### config.mk
export PLATFORM = sky130hd
export DESIGN_NAME = cps_scan
export DESIGN_NICKNAME = d
export VERILOG_FILES = /design/src/rtl/cps_pkg.sv /design/src/rtl/cps_scan.sv
export SDC_FILE = /design/constraint.sdc
export NUM_CORES = 1
export LEC_CHECK = 0
export ABC_AREA = 1
export BUFFER_PORTS_ARGS = -buffer_cell sky130_fd_sc_hd__buf_2
export CAP_MARGIN = 20
export CORE_MARGIN = 2
export CORE_UTILIZATION = 60
export DETAILED_ROUTE_END_ITERATION = 10
export PLACE_DENSITY = 0.8
export SLEW_MARGIN = 10
export SYNTH_ARGS = -nofsm -noshare
export SYNTH_HDL_FRONTEND = slang
export SYNTH_SLANG_ARGS = --single-unit
### constraint.sdc
create_clock -name i_clk -period 5.8 [get_ports i_clk]
set_input_delay 0 -clock i_clk [delete_from_list [all_inputs] [get_ports i_clk]]
set_output_delay 0 -clock i_clk [all_outputs]
set_load 0.01 [all_outputs]
### src/rtl/cps_pkg.sv
// Shared types and constants for the class pattern byte scanner.
package cps_pkg;

    localparam int PATTERN_MAX_DEF = 32;
    localparam int SIZE_BITS_DEF   = 24;

    localparam int SYMBOL_W  = 8;
    localparam int SYMBOLS   = 256;
    localparam int ROW_W     = 32;
    localparam int OFF_W     = 24;
    localparam int SO_W      = 16;
    localparam int MIN_W     = 24;
    localparam int PLEN_W    = 6;
    localparam int CFG_ADR_W = 2;
    localparam int CFG_DAT_W = 24;

    localparam logic [CFG_ADR_W-1:0] CFG_START_OFFSET   = 2'd0;
    localparam logic [CFG_ADR_W-1:0] CFG_MIN_SIZE       = 2'd1;
    localparam logic [CFG_ADR_W-1:0] CFG_PATTERN_LENGTH = 2'd2;

    localparam logic KIND_LOAD = 1'b0;
    localparam logic KIND_DATA = 1'b1;

    typedef struct packed {
        logic valid;
        logic last;
    } t_byte_ctl;

    typedef struct packed {
        logic [OFF_W-1:0] next_offset;
        logic             matches_at_start;
    } t_result;

endpackage

### src/rtl/cps_scan.sv
// Shift-and match state, hit tracking and end-of-buffer result.
module cps_scan import cps_pkg::*; #(
    parameter int PATTERN_MAX = PATTERN_MAX_DEF,
    parameter int SIZE_BITS   = SIZE_BITS_DEF
) (
    input  logic              i_clk,
    input  logic              i_rst_n,
    input  t_byte_ctl         i_byte,
    input  logic [ROW_W-1:0]  i_row,
    input  logic [SO_W-1:0]   i_start_offset,
    input  logic [MIN_W-1:0]  i_min_size,
    input  logic [PLEN_W-1:0] i_pattern_length,
    output logic              o_push,
    output t_result           o_result
);

    localparam int CMP_W   = (SIZE_BITS > MIN_W ? SIZE_BITS : MIN_W) + 2;
    localparam int LEN_W   = $clog2(PATTERN_MAX + 1) + 1;
    localparam int ROW_USE = PATTERN_MAX < ROW_W ? PATTERN_MAX : ROW_W;

    // derived from configuration, refreshed every cycle
    logic [PATTERN_MAX-1:0] r_mask;
    logic [PATTERN_MAX-1:0] r_top;
    logic [CMP_W-1:0]       r_lso_m1;
    logic [CMP_W-1:0]       r_need;
    logic [CMP_W-1:0]       r_need_m1;
    logic [PATTERN_MAX-1:0] n_mask;
    logic [PATTERN_MAX-1:0] n_top;
    logic [CMP_W-1:0]       n_lso_m1;
    logic [CMP_W-1:0]       n_need;
    logic [LEN_W-1:0]       w_len;
    logic [CMP_W-1:0]       w_span;

    // scan state
    logic [PATTERN_MAX-1:0] r_mv;
    logic [SIZE_BITS-1:0]   r_count;
    logic [SIZE_BITS-1:0]   r_first;
    logic                   r_found;
    logic                   r_start_hit;
    logic [PATTERN_MAX-1:0] n_mv;
    logic [SIZE_BITS-1:0]   n_count;
    logic [SIZE_BITS-1:0]   n_first;
    logic                   n_found;
    logic                   n_start_hit;

    logic [PATTERN_MAX-1:0] w_row;
    logic                   w_hit;
    logic [CMP_W-1:0]       w_pos;
    logic                   w_reach;
    logic                   w_at_start;
    logic [CMP_W-1:0]       w_k;
    logic                   w_sat;
    logic                   w_short;

    always_comb begin
        if (i_pattern_length == '0) begin
            w_len = LEN_W'(1);
        end else if (int'(i_pattern_length) > PATTERN_MAX) begin
            w_len = LEN_W'(PATTERN_MAX);
        end else begin
            w_len = LEN_W'(i_pattern_length);
        end
        for (int p = 0; p < PATTERN_MAX; p++) begin
            n_mask[p] = LEN_W'(p) < w_len;
            n_top[p]  = LEN_W'(p + 1) == w_len;
        end
        w_span   = CMP_W'(i_start_offset) + CMP_W'(w_len);
        n_lso_m1 = w_span - CMP_W'(1);
        n_need   = (CMP_W'(i_min_size) > w_span) ? CMP_W'(i_min_size) : w_span;
    end

    always_ff @(posedge i_clk) begin
        r_mask    <= n_mask;
        r_top     <= n_top;
        r_lso_m1  <= n_lso_m1;
        r_need    <= n_need;
        r_need_m1 <= n_need - CMP_W'(1);
    end

    always_comb begin
        w_row      = PATTERN_MAX'(i_row[ROW_USE-1:0]);
        n_mv       = ((r_mv << 1) | PATTERN_MAX'(1)) & w_row & r_mask;
        w_hit      = |(n_mv & r_top);
        w_pos      = CMP_W'(r_count);
        w_reach    = w_pos >= r_lso_m1;
        w_at_start = w_pos == r_lso_m1;
        w_k        = w_pos - r_lso_m1;
        w_sat      = &r_count;
        n_count    = w_sat ? r_count : r_count + SIZE_BITS'(1);
        // size below need; compared against the pre-increment count
        w_short    = w_sat ? (w_pos < r_need) : (w_pos < r_need_m1);

        n_start_hit = r_start_hit;
        n_found     = r_found;
        n_first     = r_first;
        if (w_hit && w_reach) begin
            if (w_at_start) begin
                n_start_hit = 1'b1;
            end else if (!r_found) begin
                n_found = 1'b1;
                n_first = SIZE_BITS'(w_k);
            end
        end

        o_push = i_byte.valid && i_byte.last;
        o_result.matches_at_start = !w_short && n_start_hit;
        if (!w_short && n_found) begin
            o_result.next_offset = OFF_W'(n_first);
        end else begin
            o_result.next_offset = OFF_W'(n_count);
        end
    end

    always_ff @(posedge i_clk) begin
        if (!i_rst_n) begin
            r_mv        <= '0;
            r_count     <= '0;
            r_first     <= '0;
            r_found     <= 1'b0;
            r_start_hit <= 1'b0;
        end else if (i_byte.valid) begin
            if (i_byte.last) begin
                r_mv        <= '0;
                r_count     <= '0;
                r_first     <= '0;
                r_found     <= 1'b0;
                r_start_hit <= 1'b0;
            end else begin
                r_mv        <= n_mv;
                r_count     <= n_count;
                r_first     <= n_first;
                r_found     <= n_found;
                r_start_hit <= n_start_hit;
            end
        end
    end

    a_clear_after_last: assert property (@(posedge i_clk) disable iff (!i_rst_n)
        (i_byte.valid && i_byte.last) |=> (r_count == '0 && r_mv == '0 && !r_found))
        else $error("scan state not cleared after last byte");

    a_first_nonzero: assert property (@(posedge i_clk) disable iff (!i_rst_n)
        r_found |-> (r_first != '0))
        else $error("recorded hit offset is zero");

endmodule

==> results.sh <==
export IMPL_via_count=12330
export IMPL_cts_max_level=1
export IMPL_rows=52
export IMPL_synthesized_net_count=1950
export IMPL_clk_latency_ns=0.53
export IMPL_cp_arrival_ns=5.77
export IMPL_drt_pass1_iterations=8
export IMPL_critical_path_required_ns=6.24
export IMPL_gp_congestion=0.9433
export IMPL_final_period_minus_worst_setup_slack_ns=5.330
export IMPL_diodes=0
export IMPL_tritoncts_num_sinks=212
export IMPL_startpoint_type="input port"
export IMPL_wirelength_um=35940
export IMPL_die_area_mm2=0.02173
export IMPL_critPathMaxStageDelay_ns=0.55
export IMPL_hpwlAfterDp_um=25890
export IMPL_overflow=0
export IMPL_dr_first_iter_drc_count=886
export IMPL_grt_antenna_before_repair=0
export IMPL_power_per_cell_area_mw_per_mm2=243.5
export IMPL_count_of_pins_on_the_block_boundary=108
export IMPL_drive_gt1_share_pct=11.44
export IMPL_hold_path_depth=3
export IMPL_postSynthAreaPerCell_um2=6.968
export IMPL_slew_violations=0
export IMPL_final_min_period_over_clock_period_pct=91.90
export IMPL_worst_pin_slew_ns=1.021
export IMPL_synth_ff_type="dfxtp_1"
export IMPL_r2r_cells=20
export IMPL_critical_path_class="in2reg"
export IMPL_ant_nets=0
export IMPL_cts_root_buf="clkbuf_16"
export IMPL_timing_setup_tns_ns=0
export IMPL_r2r_slack_ns=2.38
export IMPL_min_path_type="in2reg"
export IMPL_achievable_frequency_mhz=187.6
export IMPL_timing_critical_path_to_type="register"
export IMPL_ys_seq_area_share_pct=34.39
export IMPL_hold_crit_endpoint="r_lso_m1[0]"
export IMPL_clk_pin_slew_ns=0.06
export IMPL_core_area_mm2=0.02023
export IMPL_grt_pass1_wl_um=57210
export IMPL_yosysUniqueCellTypes=49
export IMPL_ys_ff_latch=212
export IMPL_portBuffers=107
export IMPL_die_y_um=147.4
export IMPL_post_cts_setup_buffers=0
export IMPL_worst_path_max_fanout=16
export IMPL_ctsLongestPathBuffers=3
export IMPL_ys_warn_count=0
export IMPL_area_delta_synth_final_pct=18.46
export IMPL_final_setup_viol_count=0
export IMPL_num_nets_final=2110
export IMPL_hold_violations=0
export IMPL_number_of_violations_of_the_max_capacitance_limit=0
export IMPL_gr_usage_all_layers_pct=32.34
export IMPL_regToRegStartpoint="r_count[0]"
export IMPL_initial_utilization_pct=60.99
export IMPL_crit_path_top_delay_cell="dlygate4sd3_1"
export IMPL_syn_area_mm2=0.01234
export IMPL_fin_util_pct=72.25
export IMPL_worstReg2RegEnd="r_first[0]"
export IMPL_synth_async_reset_ratio_pct=0
export IMPL_fin_skew_ns=0.02077
export IMPL_synth_enable_flop_cells=0
export IMPL_holdCritStartpoint="i_start_offset[0]"
export IMPL_finalInstanceArea_mm2=0.01462
export IMPL_die_width_um=147.4
export IMPL_number_of_global_route_vias_before_repair=11670
export IMPL_drc_errors=0
export IMPL_routed_wire_length_per_instance_um=16.20
export IMPL_vdd_ir_drop_worst_v=0.0002261
export IMPL_cts_inserted_buffers=24
export IMPL_routed_via_density=5.557
export IMPL_synthCells=1771
export IMPL_leakage_uw=0.006960
export IMPL_status="finished clean"
export IMPL_timing_slew_headroom_pct=31.90
export IMPL_tritoncts="built"
export IMPL_pin_count_of_the_biggest_net_entering_global_routing=92
export IMPL_post_dp_cell_area_mm2=0.01304
## placed cells by master (no fill, tap or decap), drive strengths merged, types with 15 or more instances in the layout
master | netlist | routed
xnor2 | 22 | 22
buf | 13 | 116
nor2 | 195 | 195
inv | 234 | 236
ha | 95 | 95
xor2 | 46 | 46
nor3 | 47 | 47
clkbuf | 41 | 26
nand3 | 86 | 86
a21oi | 131 | 131
o21ai | 72 | 72
nand4 | 27 | 27
dfxtp | 212 | 212
nand2 | 452 | 452
a22oi | 21 | 21
nand3b | 15 | 15
dlygate4sd3 | 0 | 72
## flip-flops by register name, indices dropped and copies added, names as in the netlist
register,cells
r_count,24
r_first,24
r_found,1
r_lso_m1,18
r_mask,32
r_mv,31
r_need,24
r_need_m1,25
r_start_hit,1
r_top,32
## worst max path at each step
stage / from / end / slack (ns) / cells past startpoint
6_report: i_pattern_length[3] / r_need_m1[10] / 0.47 / 34
5_1_grt: i_pattern_length[3] / r_need_m1[10] / -0.002 / 34
4_1_cts: i_pattern_length[3] / r_need_m1[10] / 0.1 / 33
3_5_place_dp: i_pattern_length[2] / r_need_m1[10] / 0.17 / 32
3_3_place_gp: i_pattern_length[2] / r_need_m1[10] / 0.49 / 32
2_1_floorplan: i_pattern_length[2] / r_need_m1[10] / 1.16 / 32
## critical path: cells and delay by family
kind / cells / cell delay, ns
XOR/XNOR: 1 / 0.19
adder cells (fa/ha/maj): 4 / 1.12
buffers and inverters: 6 / 1.17
AO/OA/AOI/OAI: 4 / 0.66
AND/OR/NAND/NOR: 19 / 2.60
## cells in the mapped netlist (2+ instances only)
library cell  instances  area share (%)
o221ai_1              3            0.21
a22oi_1              21             1.3
nor3_1               44             1.8
nand3b_1             15            0.91
nand2_1             431              13
a21boi_0              3            0.18
nor3_2                3            0.24
nor4_1                6            0.30
xor2_1               46             3.3
nor2_2               18            0.91
xnor2_1              22             1.6
mux2i_1               2            0.16
fa_1                  2            0.32
nor2_1              176             5.4
o21bai_1              3            0.18
inv_2                 5            0.15
buf_2                 8            0.32
buf_6                 4            0.36
ha_1                 95             9.6
a21oi_1             131             5.3
o21ai_0              67             2.7
inv_1               229             7.0
clkbuf_1             41             1.2
o21ai_1               2           0.081
a21o_1                2            0.12
o22ai_1               7            0.35
nand3_2               3            0.24
nand2_2              20             1.0
o21ai_2               3            0.21
a221oi_1              4            0.28
and3_1                8            0.41
nand4_1              26             1.3
o211ai_1              5            0.30
a31oi_1               2            0.10
a211oi_1              7            0.43
nand3_1              83             3.4
dfxtp_1             212              34
## cell type report
class	instances	area [um^2]
tap	270	337.8
clock inverter	18	206.4
multi-input combinational	1271	7007
clock buffer	26	618.1
inverter	234	878.3
sequential	212	4244
fill	1605	5615
timing repair buffer	188	1328
## logic make-up (layout without fill, tap and decap cells)
family                     Yosys count  in the layout  share of synthesized area [%]
and+or+nand+nor                    837            837                          29.30
buffers and inverters              288            466                          9.115
AOI/OAI and AO/OA                  266            266                          12.22
DFF                                212            212                          34.39
adders and majority gates           97             97                          9.956
xor gates and xnor gates            68             68                          4.826
muxes                                2              2                         0.1622
other                                1              1                        0.03039
## what timing repair did
item / in CTS / in global routing
endpoints found under the setup margin: 0 / 21
hold buffers: 71 / 1
endpoints found under the hold margin: 128 / 1
resized for setup: 0 / 8
## power breakdown
part / leakage, uW / internal [uW] / total [uW] / switching, uW
registers: 0.00174 / 1510 / 1530 / 17.9
clock network: 0.000393 / 919 / 1570 / 652
logic: 0.00482 / 168 / 462 / 294
## metrics by stage
step                setup WS (ns)  hold slack, ns  cells  total power [uW]
global route            -0.002189         0.04908   2219              3680
floorplan                   1.163         0.09038   1771              1828
CTS                       0.09613        0.002368   2218              3555
global placement           0.4877          0.1610   2103              1955
detailed placement         0.1709          0.1619   2103              1967
finish                     0.4695         0.02065   2219              3560
## metal layers
layer / part of all wire, % / vias up / routed length, um / GRT usage (%)
li1: - / 6067 / - / -
met1: 42 / 5615 / 15110 / 42.25
met2: 46 / 540 / 16550 / 53.48
met3: 8.0 / 110 / 2875 / 5.494
met4: 3.9 / 0 / 1409 / 13.03
met5: 0 / - / 0 / 0
Power figures use the tool's default switching activity.
