### config.mk
export PLATFORM = sky130hd
export DESIGN_NAME = cps_out_fifo
export DESIGN_NICKNAME = d
export VERILOG_FILES = /design/src/rtl/cps_pkg.sv /design/src/rtl/cps_out_fifo.sv
export SDC_FILE = /design/constraint.sdc
export NUM_CORES = 1
export LEC_CHECK = 0
export ABC_AREA = 1
export BUFFER_PORTS_ARGS = -buffer_cell sky130_fd_sc_hd__buf_2
export CELL_PAD_IN_SITES_DETAIL_PLACEMENT = 0
export CELL_PAD_IN_SITES_GLOBAL_PLACEMENT = 1
export CORE_ASPECT_RATIO = 1.4
export CORE_MARGIN = 2
export CORE_UTILIZATION = 30
export CTS_CLUSTER_DIAMETER = 30
export CTS_CLUSTER_SIZE = 12
export DETAILED_ROUTE_END_ITERATION = 12
export GPL_TIMING_DRIVEN = 0
export PLACE_DENSITY_LB_ADDON = 0.15
export SYNTH_ARGS = -nofsm -noshare
export SYNTH_HDL_FRONTEND = slang
export SYNTH_SLANG_ARGS = --single-unit
### constraint.sdc
create_clock -name i_clk -period 2 [get_ports i_clk]
set_input_delay 0.4 -clock i_clk [delete_from_list [all_inputs] [get_ports i_clk]]
set_output_delay 0.4 -clock i_clk [all_outputs]
set_load 0.05 [all_outputs]
### src/rtl/cps_pkg.sv
// Shared types and constants for the class pattern byte scanner.
package cps_pkg;

    localparam int PATTERN_MAX_DEF = 32;
    localparam int SIZE_BITS_DEF   = 24;

    localparam int SYMBOL_W  = 8;
    localparam int SYMBOLS   = 256;
    localparam int ROW_W     = 32;
    localparam int OFF_W     = 24;
    localparam int SO_W      = 16;
    localparam int MIN_W     = 24;
    localparam int PLEN_W    = 6;
    localparam int CFG_ADR_W = 2;
    localparam int CFG_DAT_W = 24;

    localparam logic [CFG_ADR_W-1:0] CFG_START_OFFSET   = 2'd0;
    localparam logic [CFG_ADR_W-1:0] CFG_MIN_SIZE       = 2'd1;
    localparam logic [CFG_ADR_W-1:0] CFG_PATTERN_LENGTH = 2'd2;

    localparam logic KIND_LOAD = 1'b0;
    localparam logic KIND_DATA = 1'b1;

    typedef struct packed {
        logic valid;
        logic last;
    } t_byte_ctl;

    typedef struct packed {
        logic [OFF_W-1:0] next_offset;
        logic             matches_at_start;
    } t_result;

endpackage

### src/rtl/cps_out_fifo.sv
// Four-entry result buffer between the scan stage and the output stream.
module cps_out_fifo import cps_pkg::*; (
    input  logic       i_clk,
    input  logic       i_rst_n,
    input  logic       i_push,
    input  t_result    i_data,
    input  logic       i_ready,
    output logic       o_valid,
    output t_result    o_data,
    output logic [2:0] o_count
);

    t_result    r_slot [4];
    logic [1:0] r_wr_ptr;
    logic [1:0] r_rd_ptr;
    logic [2:0] r_count;
    logic       w_pop;

    assign w_pop   = o_valid && i_ready;
    assign o_valid = r_count != 3'd0;
    assign o_data  = r_slot[r_rd_ptr];
    assign o_count = r_count;

    always_ff @(posedge i_clk) begin
        if (i_push) begin
            r_slot[r_wr_ptr] <= i_data;
        end
    end

    always_ff @(posedge i_clk) begin
        if (!i_rst_n) begin
            r_wr_ptr <= 2'd0;
            r_rd_ptr <= 2'd0;
            r_count  <= 3'd0;
        end else begin
            if (i_push) begin
                r_wr_ptr <= r_wr_ptr + 2'd1;
            end
            if (w_pop) begin
                r_rd_ptr <= r_rd_ptr + 2'd1;
            end
            r_count <= r_count + 3'(i_push) - 3'(w_pop);
        end
    end

    a_no_overflow: assert property (@(posedge i_clk) disable iff (!i_rst_n)
        !(i_push && !w_pop && r_count == 3'd4))
        else $error("result buffer overflow");

    a_drain_empties: assert property (@(posedge i_clk) disable iff (!i_rst_n)
        (w_pop && !i_push && r_count == 3'd1) |=> !o_valid)
        else $error("result buffer still valid after draining last entry");

endmodule

==> run metrics, run 1 <==
status=completed; layout net count=407; Clk pwr share=24.7%; switching power=2.51 mW; DRC viols=0; total core area=13,900 um2; clk_skew=0.00419 ns; P_leak=1.89 nW; DR pass1 iterations=4; fin. max-slew vios=0; Tcrit/Tclk final=97.8%; height of the chip=145 um; Seq pwr share=39.3%; Syn. warnings=0; # Max-Cap Violations=0; r2r worst-path depth=3; Synth Area per Inst=14.1 um2; Cell Pwr Density=1310 nW/um2; First DRT Iteration DRCs=134; Tightest Hold Check Type=in -> reg; register area=3180 um2; global router's overall resource usage=12.8%; Final Critical Period=1.96 ns; share of cells above drive strength 1=30.6%; routed vias/inst=4.52; startpoint types=flip-flop; final WL=9340 um; Required @ worst endpoint=1.60 ns; CP Class=reg -> out; I/O Buffers=57; aggregate global routing overflow=0; via count=2,536; CTS tree=built; most frequent CP cell=buf_6; CP top delay family=buffers and inverters; Area after DPL=4790 um2; hold depth=1; DIE AREA=15,200 um2; critical path depth=6; post-DP HPWL=5790 um; final worst slack=0.0441 ns; Switching Share=36.8%; FMAX=0.511 GHz; Post-Syn Instances=302; Clock Latency Late Sink=0.34 ns; htree depth=3; Slowest-stage cell, CP=dfxtp_1; routability cong.=0.679; WP data arrival=1.56 ns; worst slew pin tran=1.21 ns; vias in the first global route=2,673; worst-path maximum fanout=10; cell area after synthesis=4270 um2; WP buf/inv=4; most common cell after layout, fill and taps aside=edfxtp_1; clock slew at reported path FFs=0.07 ns; Ports=58; Internal=4.32 mW; worst vdd rail ir drop=0.715 mV; fill cell instance count of the final layout=1,393; RSZ-0062 raised after global routing=true; Largest stage delay, worst path=0.32 ns; combinational power share=36.0%; Setup TNS Final=0 ns; Layout area overhead=22.1%; Worst slew margin=19.0%; most frequent cells in the layout=100 x edfxtp_1, 55 x nor2_1, 32 x buf_2, 25 x o21ai_1, 22 x buf_4; CTS Buf Count=9; Clock Sink Count=109; die width=105 um; largest net degree at the start of global routing=26; post-synth cell types=20; Final Instance Area=5210 um2; clk root buf=clkbuf_16; post-synthesis sequential area ratio=74.6%; routed length per instance=16.7 um; post-route insts no fill=561; Post-Place Cells=544; crit path capture type=output port; first-pass GRT wire length=14,400 um; starting density of the core=30.7%; final setup vio count=0; num rows=51; Multi-input gate area=913 um2; post-route ant nets=0; n_diodes=0; clock buffer depth=2; register bit total from synthesis=109; CTS Hold Bufs=0; final hold violation count=0; initial antenna violation count=0; DP Worst Slack=0.0277 ns; CP Cell Sequence=buf_6 -> inv_4 -> buf_6 -> nor2_1 -> o22ai_1 -> buf_4; syn_nets=338
-- layout make-up --
class / instances / share of cell area, %
Clock buffer: 15 / 5.35
Sequential cell: 109 / 61.1
Multi-Input combinational cell: 161 / 17.5
Clock inverter: 1 / 0.0960
Inverter: 17 / 1.49
Timing Repair Buffer: 58 / 7.03
Buffer: 15 / 2.95
Tap cell: 185 / 4.44
-- per-layer routing --
layer	up-vias	GRT usage, %	part of all wire (%)
met3	13	3.10	4.4
met1	1231	14.7	42
met2	55	22.5	52
met4	0	5.40	1.9
met5	-	0	0
li1	1237	-	-
-- sequential cells by signal, summed over array words and instances, names as in the netlist, named ones only --
signal	count
o_count	3
r_rd_ptr	2
r_slot	100
r_wr_ptr	2
-- power by group through the flow --
stage | Clock (mW) | Sequential [mW] | Combinational (mW)
2_1_floorplan | 0 | 2.81 | 1.60
4_1_cts | 1.72 | 2.69 | 2.43
5_1_grt | 1.82 | 2.70 | 2.63
3_3_place_gp | 0 | 2.74 | 2.27
3_5_place_dp | 0 | 2.74 | 2.29
6_report | 1.69 | 2.69 | 2.46
-- synth_stat cells, drive strengths merged --
cell type	number	share of area [%]
fa	1	0.47
dfxtp	9	4.2
buf	15	2.9
inv	17	1.6
o21ai	52	7.9
nor2	55	4.8
nand3	2	0.23
a21oi	5	0.59
a21boi	1	0.18
edfxtp	100	70
o22ai	25	3.8
nand2	14	1.2
ha	6	1.8
-- kinds of logic (layout without fill, tap and decap cells) --
group	Yosys count	count (layout)	share of synthesized area, %
AO/OA/AOI/OAI	83	83	12.4
adder cells (fa/ha/maj)	7	7	2.23
AND/OR/NAND/NOR	71	71	6.30
buffers and inverters	32	106	4.48
flip-flops	109	109	74.6
-- through the flow --
step / utilization, % / power (mW) / hold slack (ns)
after global routing: 37.5 / 7.15 / 0.269
after CTS: 37.0 / 6.84 / 0.266
after floorplan: - / 4.42 / 0.448
final: 37.5 / 6.84 / 0.274
after global placement: 34.4 / 5.01 / 0.466
after detailed placement: 34.4 / 5.03 / 0.479
-- path summary, 6_finish.rpt --
check / from / end / slack [ns]
worst max-delay path: flip-flop / o_data[3] / 0.04
worst min-delay path: i_data[21] / r_slot[3][21] / 0.27
worst max register to register: r_wr_ptr[0] / r_slot[3][13] / 0.18
worst min register to register: r_rd_ptr[0] / flip-flop / 0.49
-- worst reg2reg max path, cell delays in order, from the launching register on --
cell and delay (ns):
dfxtp_1 0.35, ha_1 0.15, nand2_1 0.05, inv_1 0.86
-- what timing repair did --
item                                    CTS  global route
hold endpoints to repair                  0             0
endpoints found under the setup margin   25            93
pin swaps                                 1             0
resized for setup                        26            23
buffers inserted                          1             0
Note: power is estimated with default switching activity, not from simulation.
==> run 2, diff against run 1 <==
--- a/config.mk
+++ b/config.mk
@@ -5,14 +5,12 @@
 export SDC_FILE = /design/constraint.sdc
 export NUM_CORES = 1
 export LEC_CHECK = 0
-export ABC_AREA = 1
 export BUFFER_PORTS_ARGS = -buffer_cell sky130_fd_sc_hd__buf_2
 export CELL_PAD_IN_SITES_DETAIL_PLACEMENT = 0
 export CELL_PAD_IN_SITES_GLOBAL_PLACEMENT = 1
 export CORE_ASPECT_RATIO = 1.4
 export CORE_MARGIN = 2
 export CORE_UTILIZATION = 30
-export CTS_CLUSTER_DIAMETER = 30
 export CTS_CLUSTER_SIZE = 12
 export DETAILED_ROUTE_END_ITERATION = 12
 export GPL_TIMING_DRIVEN = 0
==> run metrics, run 2 <==
DRC viols=0 (unchanged); Main synth FF type=edfxtp_1; htree depth=3 (unchanged); Post-Place Cells=414 (-24%); DR pass1 iterations=4 (unchanged); count leader, synth=edfxtp_1; Clock Latency Late Sink=0.34 ns (about the same); clock buffer depth=2 (unchanged); Area contributors post-synth=edfxtp_1 73%, mux4_2 11%, dfxtp_1 4.4%, mux4_1 3.2%, ha_1 1.8%; I/O Buffers=57 (unchanged); EDFF count, synth=100 (unchanged); cell area after synthesis=4120 um2 (-3.5%); most area-hungry cell type in the Yosys netlist=edfxtp_1; post-synthesis sequential area ratio=77.3% (+2.7 points); Clock Sink Count=109 (unchanged); post-synth cell types=21 (+5.0%); status=complete, but fails checks; r2r worst-path depth=7 (+4); Tcrit/Tclk final=104% (+6.4 points); worst-path maximum fanout=6 (-4); Async SR Flop Fraction=0% (unchanged); layout net count=286 (-30%); routability cong.=0.638 (-6.0%); Tightest Hold Check Type=in -> reg; fill cell instance count of the final layout=1,262 (-9.4%); Hold EP=r_slot[0][2]; routed length per instance=17.1 um (+2.7%); syn_nets=211 (-38%); Final Critical Period=2.08 ns (+0.128 ns); WP data arrival=1.68 ns (+0.12 ns); first-pass GRT wire length=11,400 um (-21%); reg2reg start=o_count[2]; hold depth=1 (unchanged); Ports=58 (unchanged); post-route insts no fill=436 (-22%); num rows=50 (-2.0%); Required @ worst endpoint=1.60 ns (about the same); final WL=7460 um (-20%); First DRT Iteration DRCs=90 (-33%); Synth Area per Inst=23.5 um2 (+67%); most common cell after layout, fill and taps aside=edfxtp_1; CTS Buf Count=9 (unchanged); Syn. warnings=0 (unchanged); n_diodes=0 (unchanged); post-route ant nets=0 (unchanged); clk_skew=0.00693 ns (+0.00274 ns); min-delay src=i_data[2]; R2R Setup Slk=0.08 ns (-0.10 ns); most frequent cells in the layout=100 x edfxtp_1, 32 x buf_2, 25 x buf_6, 25 x mux4_2, 9 x clkbuf_16; vias in the first global route=2,074 (-22%); routed vias/inst=4.26 (-5.7%); share of cells above drive strength 1=46.1% (+15 points); crit path capture type=output port; CTS tree=built; initial antenna violation count=0 (unchanged); clock slew at reported path FFs=0.07 ns (about the same); final hold violation count=0 (unchanged); die width=103 um (-1.7%); global router's overall resource usage=10.9% (-1.9 points); P_leak=1.77 nW (-6.2%); starting density of the core=30.8% (+0.087 points); failing checks=negative setup slack; Post-Syn Instances=175 (-42%); final setup vio count=24 (+24); CP Class=reg -> out; max reg flops=100 (unchanged); worst slew pin tran=0.741 ns (-0.473 ns); height of the chip=143 um (-1.7%); DIE AREA=14,700 um2 (-3.4%); startpoint types=flip-flop; via count=1,858 (-27%); register bit total from synthesis=109 (unchanged); Synth top cells by count=100 x edfxtp_1, 20 x mux4_2, 9 x dfxtp_1; FMAX=0.480 GHz (-6.1%); fin. max-slew vios=0 (unchanged); # Max-Cap Violations=0 (unchanged); Layout area overhead=25.2%; aggregate global routing overflow=0 (unchanged); Largest Register=r_slot; worst vdd rail ir drop=0.905 mV (+27%); final worst slack=-0.0835 ns (-0.128 ns); DP Worst Slack=-0.0395 ns (-0.0672 ns); RSZ-0062 raised after global routing=true; post-DP HPWL=4530 um (-22%); clk root buf=clkbuf_16; largest net degree at the start of global routing=26 (unchanged); total core area=13,400 um2 (-3.8%); R2R Path End=o_count[2]; top-area cell type share of the netlist area=72.9% (+2.5 points); Worst slew margin=50.6% (+32 points); Cell Pwr Density=1270 nW/um2 (-3.1%)
## run 2: changes by cell type after synthesis, sizes merged, moves of 10 or more
cell and delta:
o22ai -25, mux4 +25, buf -10, nand2 -12
nor2 -55, o21ai -52, inv -11
## run 2: cell type report
class	count	area [um2]	area share, %
buffer	5	58.8	1.14
timing repair buffer	65	533	10.3
tap	182	228	4.42
inverter	6	22.5	0.437
sequential	109	3190	61.9
clock buffer	11	233	4.51
multi-input combinational	54	840	16.3
clock inverter	4	50.0	0.970
## run 2: repair_timing
item                                    in CTS  in global routing
gates cloned                                 1                  0
resized for setup                           65                  2
hold endpoints to repair                     0                  0
endpoints found under the setup margin      26                 26
buffers inserted                             7                  1
pin swaps                                    1                  4
hold buffers                                 0                  0
## run 2: worst max-delay path by stage
| stage | cells after the start | slack (ns) | to | start |
|---|---|---|---|---|
| finish | 5 | -0.08 | o_data[2] | flip-flop |
| floorplan | 7 | 0.01 | o_count[2] | o_count[2] |
| CTS | 5 | -0.16 | o_data[22] | flip-flop |
| detailed placement | 7 | -0.04 | o_count[2] | o_count[2] |
| global route | 4 | -0.13 | o_data[22] | flip-flop |
| global placement | 2 | -0.18 | r_slot[1][11] | i_push |
## run 2: report_power, final
group          internal, mW  switching (mW)
registers              2.65          0.0635
clock network         0.962           0.731
logic                 0.908            1.23
## run 2: layer usage
layer,share of wire (%),vias up,wire length [um],GRT usage [%]
met2,56,38,4150,19.5
li1,-,863,-,-
met4,1.5,0,112,4.57
met5,0,-,0,0
met3,4.4,7,329,3.18
met1,38,950,2870,11.7
## run 2: critical path, stage by stage (launching register included)
cell and delay, ns:
dfxtp_2 0.34, buf_8 0.13, buf_4 0.11, buf_6 0.09, mux4_2 0.51, buf_8 0.17
## run 2: cell families after synthesis
| kind of cell | count (synthesis) | synth area share (%) |
|---|---|---|
| buf+inv | 12 | 2.16 |
| simple gates | 14 | 2.00 |
| flops | 109 | 77.3 |
| mux | 29 | 15.1 |
| xor+xnor | 2 | 0.759 |
| fa+ha+maj | 7 | 2.31 |
| compound gates | 2 | 0.425 |
## run 2: stage by stage
| step | cell area, um2 | power (mW) | hold WS, ns | utilization, % | TNS (ns) |
|---|---|---|---|---|---|
| global route | 5160 | 6.83 | 0.270 | 38.5 | -2.46 |
| global placement | 4640 | 4.57 | 0.463 | 34.7 | -16.91 |
| detailed placement | 4650 | 4.58 | 0.471 | 34.7 | -0.0395 |
| floorplan | 4130 | 4.17 | 0.449 | - | 0 |
| CTS | 5190 | 6.72 | 0.261 | 38.8 | -2.36 |
| finish | 5160 | 6.55 | 0.276 | 38.5 | -1.07 |
==> run 3, diff against run 2 <==
--- a/config.mk
+++ b/config.mk
@@ -5,12 +5,15 @@
 export SDC_FILE = /design/constraint.sdc
 export NUM_CORES = 1
 export LEC_CHECK = 0
+export ABC_CLOCK_PERIOD_IN_PS = 2000
 export BUFFER_PORTS_ARGS = -buffer_cell sky130_fd_sc_hd__buf_2
+export CAP_MARGIN = 25
 export CELL_PAD_IN_SITES_DETAIL_PLACEMENT = 0
 export CELL_PAD_IN_SITES_GLOBAL_PLACEMENT = 1
 export CORE_ASPECT_RATIO = 1.4
 export CORE_MARGIN = 2
 export CORE_UTILIZATION = 30
+export CTS_BUF_LIST = sky130_fd_sc_hd__clkbuf_4 sky130_fd_sc_hd__clkbuf_8 sky130_fd_sc_hd__clkbuf_16
 export CTS_CLUSTER_SIZE = 12
 export DETAILED_ROUTE_END_ITERATION = 12
 export GPL_TIMING_DRIVEN = 0
==> run metrics, run 3 (synthesized netlist as in run 2, its figures left out) <==
n_diodes=0 (unchanged); status=complete, but fails checks; Post-Place Cells=414 (unchanged); die width=103 um (unchanged); DRC viols=0 (unchanged); clock slew at reported path FFs=0.07 ns (about the same); Hold EP=r_slot[0][2]; M1 wire length=2880 um (+0.42%); Largest Register=r_slot; starting density of the core=30.8% (unchanged); R2R Setup Slk=0.08 ns (about the same); fill cell instance count of the final layout=1,258 (-0.32%); utilization after layout=38.6% (+0.056 points); Worst slew margin=50.6% (about the same); CP Class=reg -> out; DIE AREA=14,700 um2 (unchanged); Clock Sink Count=109 (unchanged); I/O Buffers=57 (unchanged); first-pass GRT wire length=11,400 um (unchanged); vias in the first global route=2,074 (unchanged); met2 routed WL=4150 um (about the same); most frequent cells in the layout=100 x edfxtp_1, 32 x buf_2, 25 x buf_6, 25 x mux4_2, 9 x clkbuf_16; startpoint types=flip-flop; post-DP HPWL=4530 um (unchanged); RSZ-0062 raised after global routing=true; routed length per instance=17.1 um (+0.13%); R2R Path End=o_count[2]; clk_skew=0.00693 ns (-0.0000000300 ns); met3 WL=329 um (unchanged); worst slew pin tran=0.741 ns (-0.0000176 ns); routed vias/inst=4.26 (-0.11%); Setup TNS Final=-1.07 ns (-0.00301 ns); # Max-Cap Violations=0 (unchanged); Final Critical Period=2.08 ns (-0.000241 ns); most common cell after layout, fill and taps aside=edfxtp_1; reg2reg start=o_count[2]; CTS Buf Count=9 (unchanged); FMAX=0.480 GHz (about the same); routability cong.=0.638 (unchanged); share of cells above drive strength 1=46.9% (+0.79 points); min-delay src=i_data[2]; register area=3190 um2 (unchanged); worst vdd rail ir drop=0.905 mV (about the same); most frequent CP cell=buf_8; failing checks=negative setup slack; CTS Hold Bufs=0 (unchanged); Ports=58 (unchanged); worst-path maximum fanout=6 (unchanged); num rows=50 (unchanged); Multi-input gate area=840 um2 (unchanged); fin. max-slew vios=0 (unchanged); final hold violation count=0 (unchanged); top layer in use=met4; Clock Latency Late Sink=0.34 ns (about the same); via count=1,856 (-0.11%); Tcrit/Tclk final=104% (about the same); final WL=7470 um (+0.13%); largest net degree at the start of global routing=26 (unchanged); P_leak=1.78 nW (+0.38%); Cell Pwr Density=1270 nW/um2 (+0.31%); Tightest Hold Check Type=in -> reg; DP Worst Slack=-0.0395 ns (unchanged); final setup vio count=24 (unchanged); clk root buf=clkbuf_16; initial antenna violation count=0 (unchanged); clock buffer depth=2 (unchanged); Largest stage delay, worst path=0.51 ns (about the same); height of the chip=143 um (unchanged); First DRT Iteration DRCs=90 (unchanged); htree depth=3 (unchanged); aggregate global routing overflow=0 (unchanged); max reg flops=100 (unchanged); Required @ worst endpoint=1.60 ns (about the same); hold depth=1 (unchanged); Layout area overhead=25.4%; total power=6.58 mW (+0.45%); Slowest-stage cell, CP=mux4_2; post-route ant nets=0 (unchanged); crit path capture type=output port; DR pass1 iterations=4 (unchanged); r2r worst-path depth=7 (unchanged); CTS tree=built; CP Cell Sequence=buf_8 -> buf_4 -> buf_6 -> mux4_2 -> buf_8; final worst slack=-0.0833 ns (+0.000241 ns); WP data arrival=1.68 ns (about the same); total core area=13,400 um2 (unchanged); layout net count=286 (unchanged); global router's overall resource usage=10.9% (unchanged); post-route insts no fill=436 (unchanged)
==> run 3: cell counts in the layout (fill, tap and decap cells not counted) <==
No cell type changed its count.
==> run 3: power by group <==
group | internal, mW | switching [mW]
combinational | 0.908 | 1.23
sequential | 2.65 | 0.0635
clock | 0.990 | 0.733
==> run 3: worst max-delay path, delay by kind of cell, from the launching register on <==
kind,cells,cell delay [ns]
DFF,1,0.34
muxes,1,0.51
buffers and inverters,4,0.50
==> run 3: what timing repair did <==
action                     in CTS  in global routing
resized for setup              65                  2
cloned                          1                  0
pin swaps                       1                  4
hold endpoints to repair        0                  0
buffers inserted                7                  1
setup endpoints to repair      26                 26
==> run 3: area by class of cell <==
cell class / instances / area share (%)
buffer: 5 / 1.14
clock buffer: 11 / 4.65
clock inverter: 4 / 0.969
inverter: 6 / 0.436
multi-input combinational: 54 / 16.3
sequential: 109 / 61.8
tap: 182 / 4.41
timing repair buffer: 65 / 10.3
==> run 3: how the worst max path moves through the flow <==
stage	startpoint	endpoint	cells past startpoint
2_1_floorplan	o_count[2]	o_count[2]	7
6_report	flip-flop	o_data[2]	5
3_5_place_dp	o_count[2]	o_count[2]	7
3_3_place_gp	i_push	r_slot[1][11]	2
5_1_grt	flip-flop	o_data[22]	4
4_1_cts	flip-flop	o_data[22]	5
==> run 3: per-layer routing <==
metal | track usage [%] | vias to the layer above
li1 | - | 862
met1 | 11.7 | 949
met2 | 19.5 | 38
met3 | 3.18 | 7
met4 | 4.57 | 0
met5 | 0 | -
==> run 3: through the flow <==
step	area, um2	hold slack, ns
finish	5160	0.275
detailed placement	4650	0.471
global route	5160	0.270
floorplan	4130	0.449
global placement	4640	0.463
CTS	5200	0.261
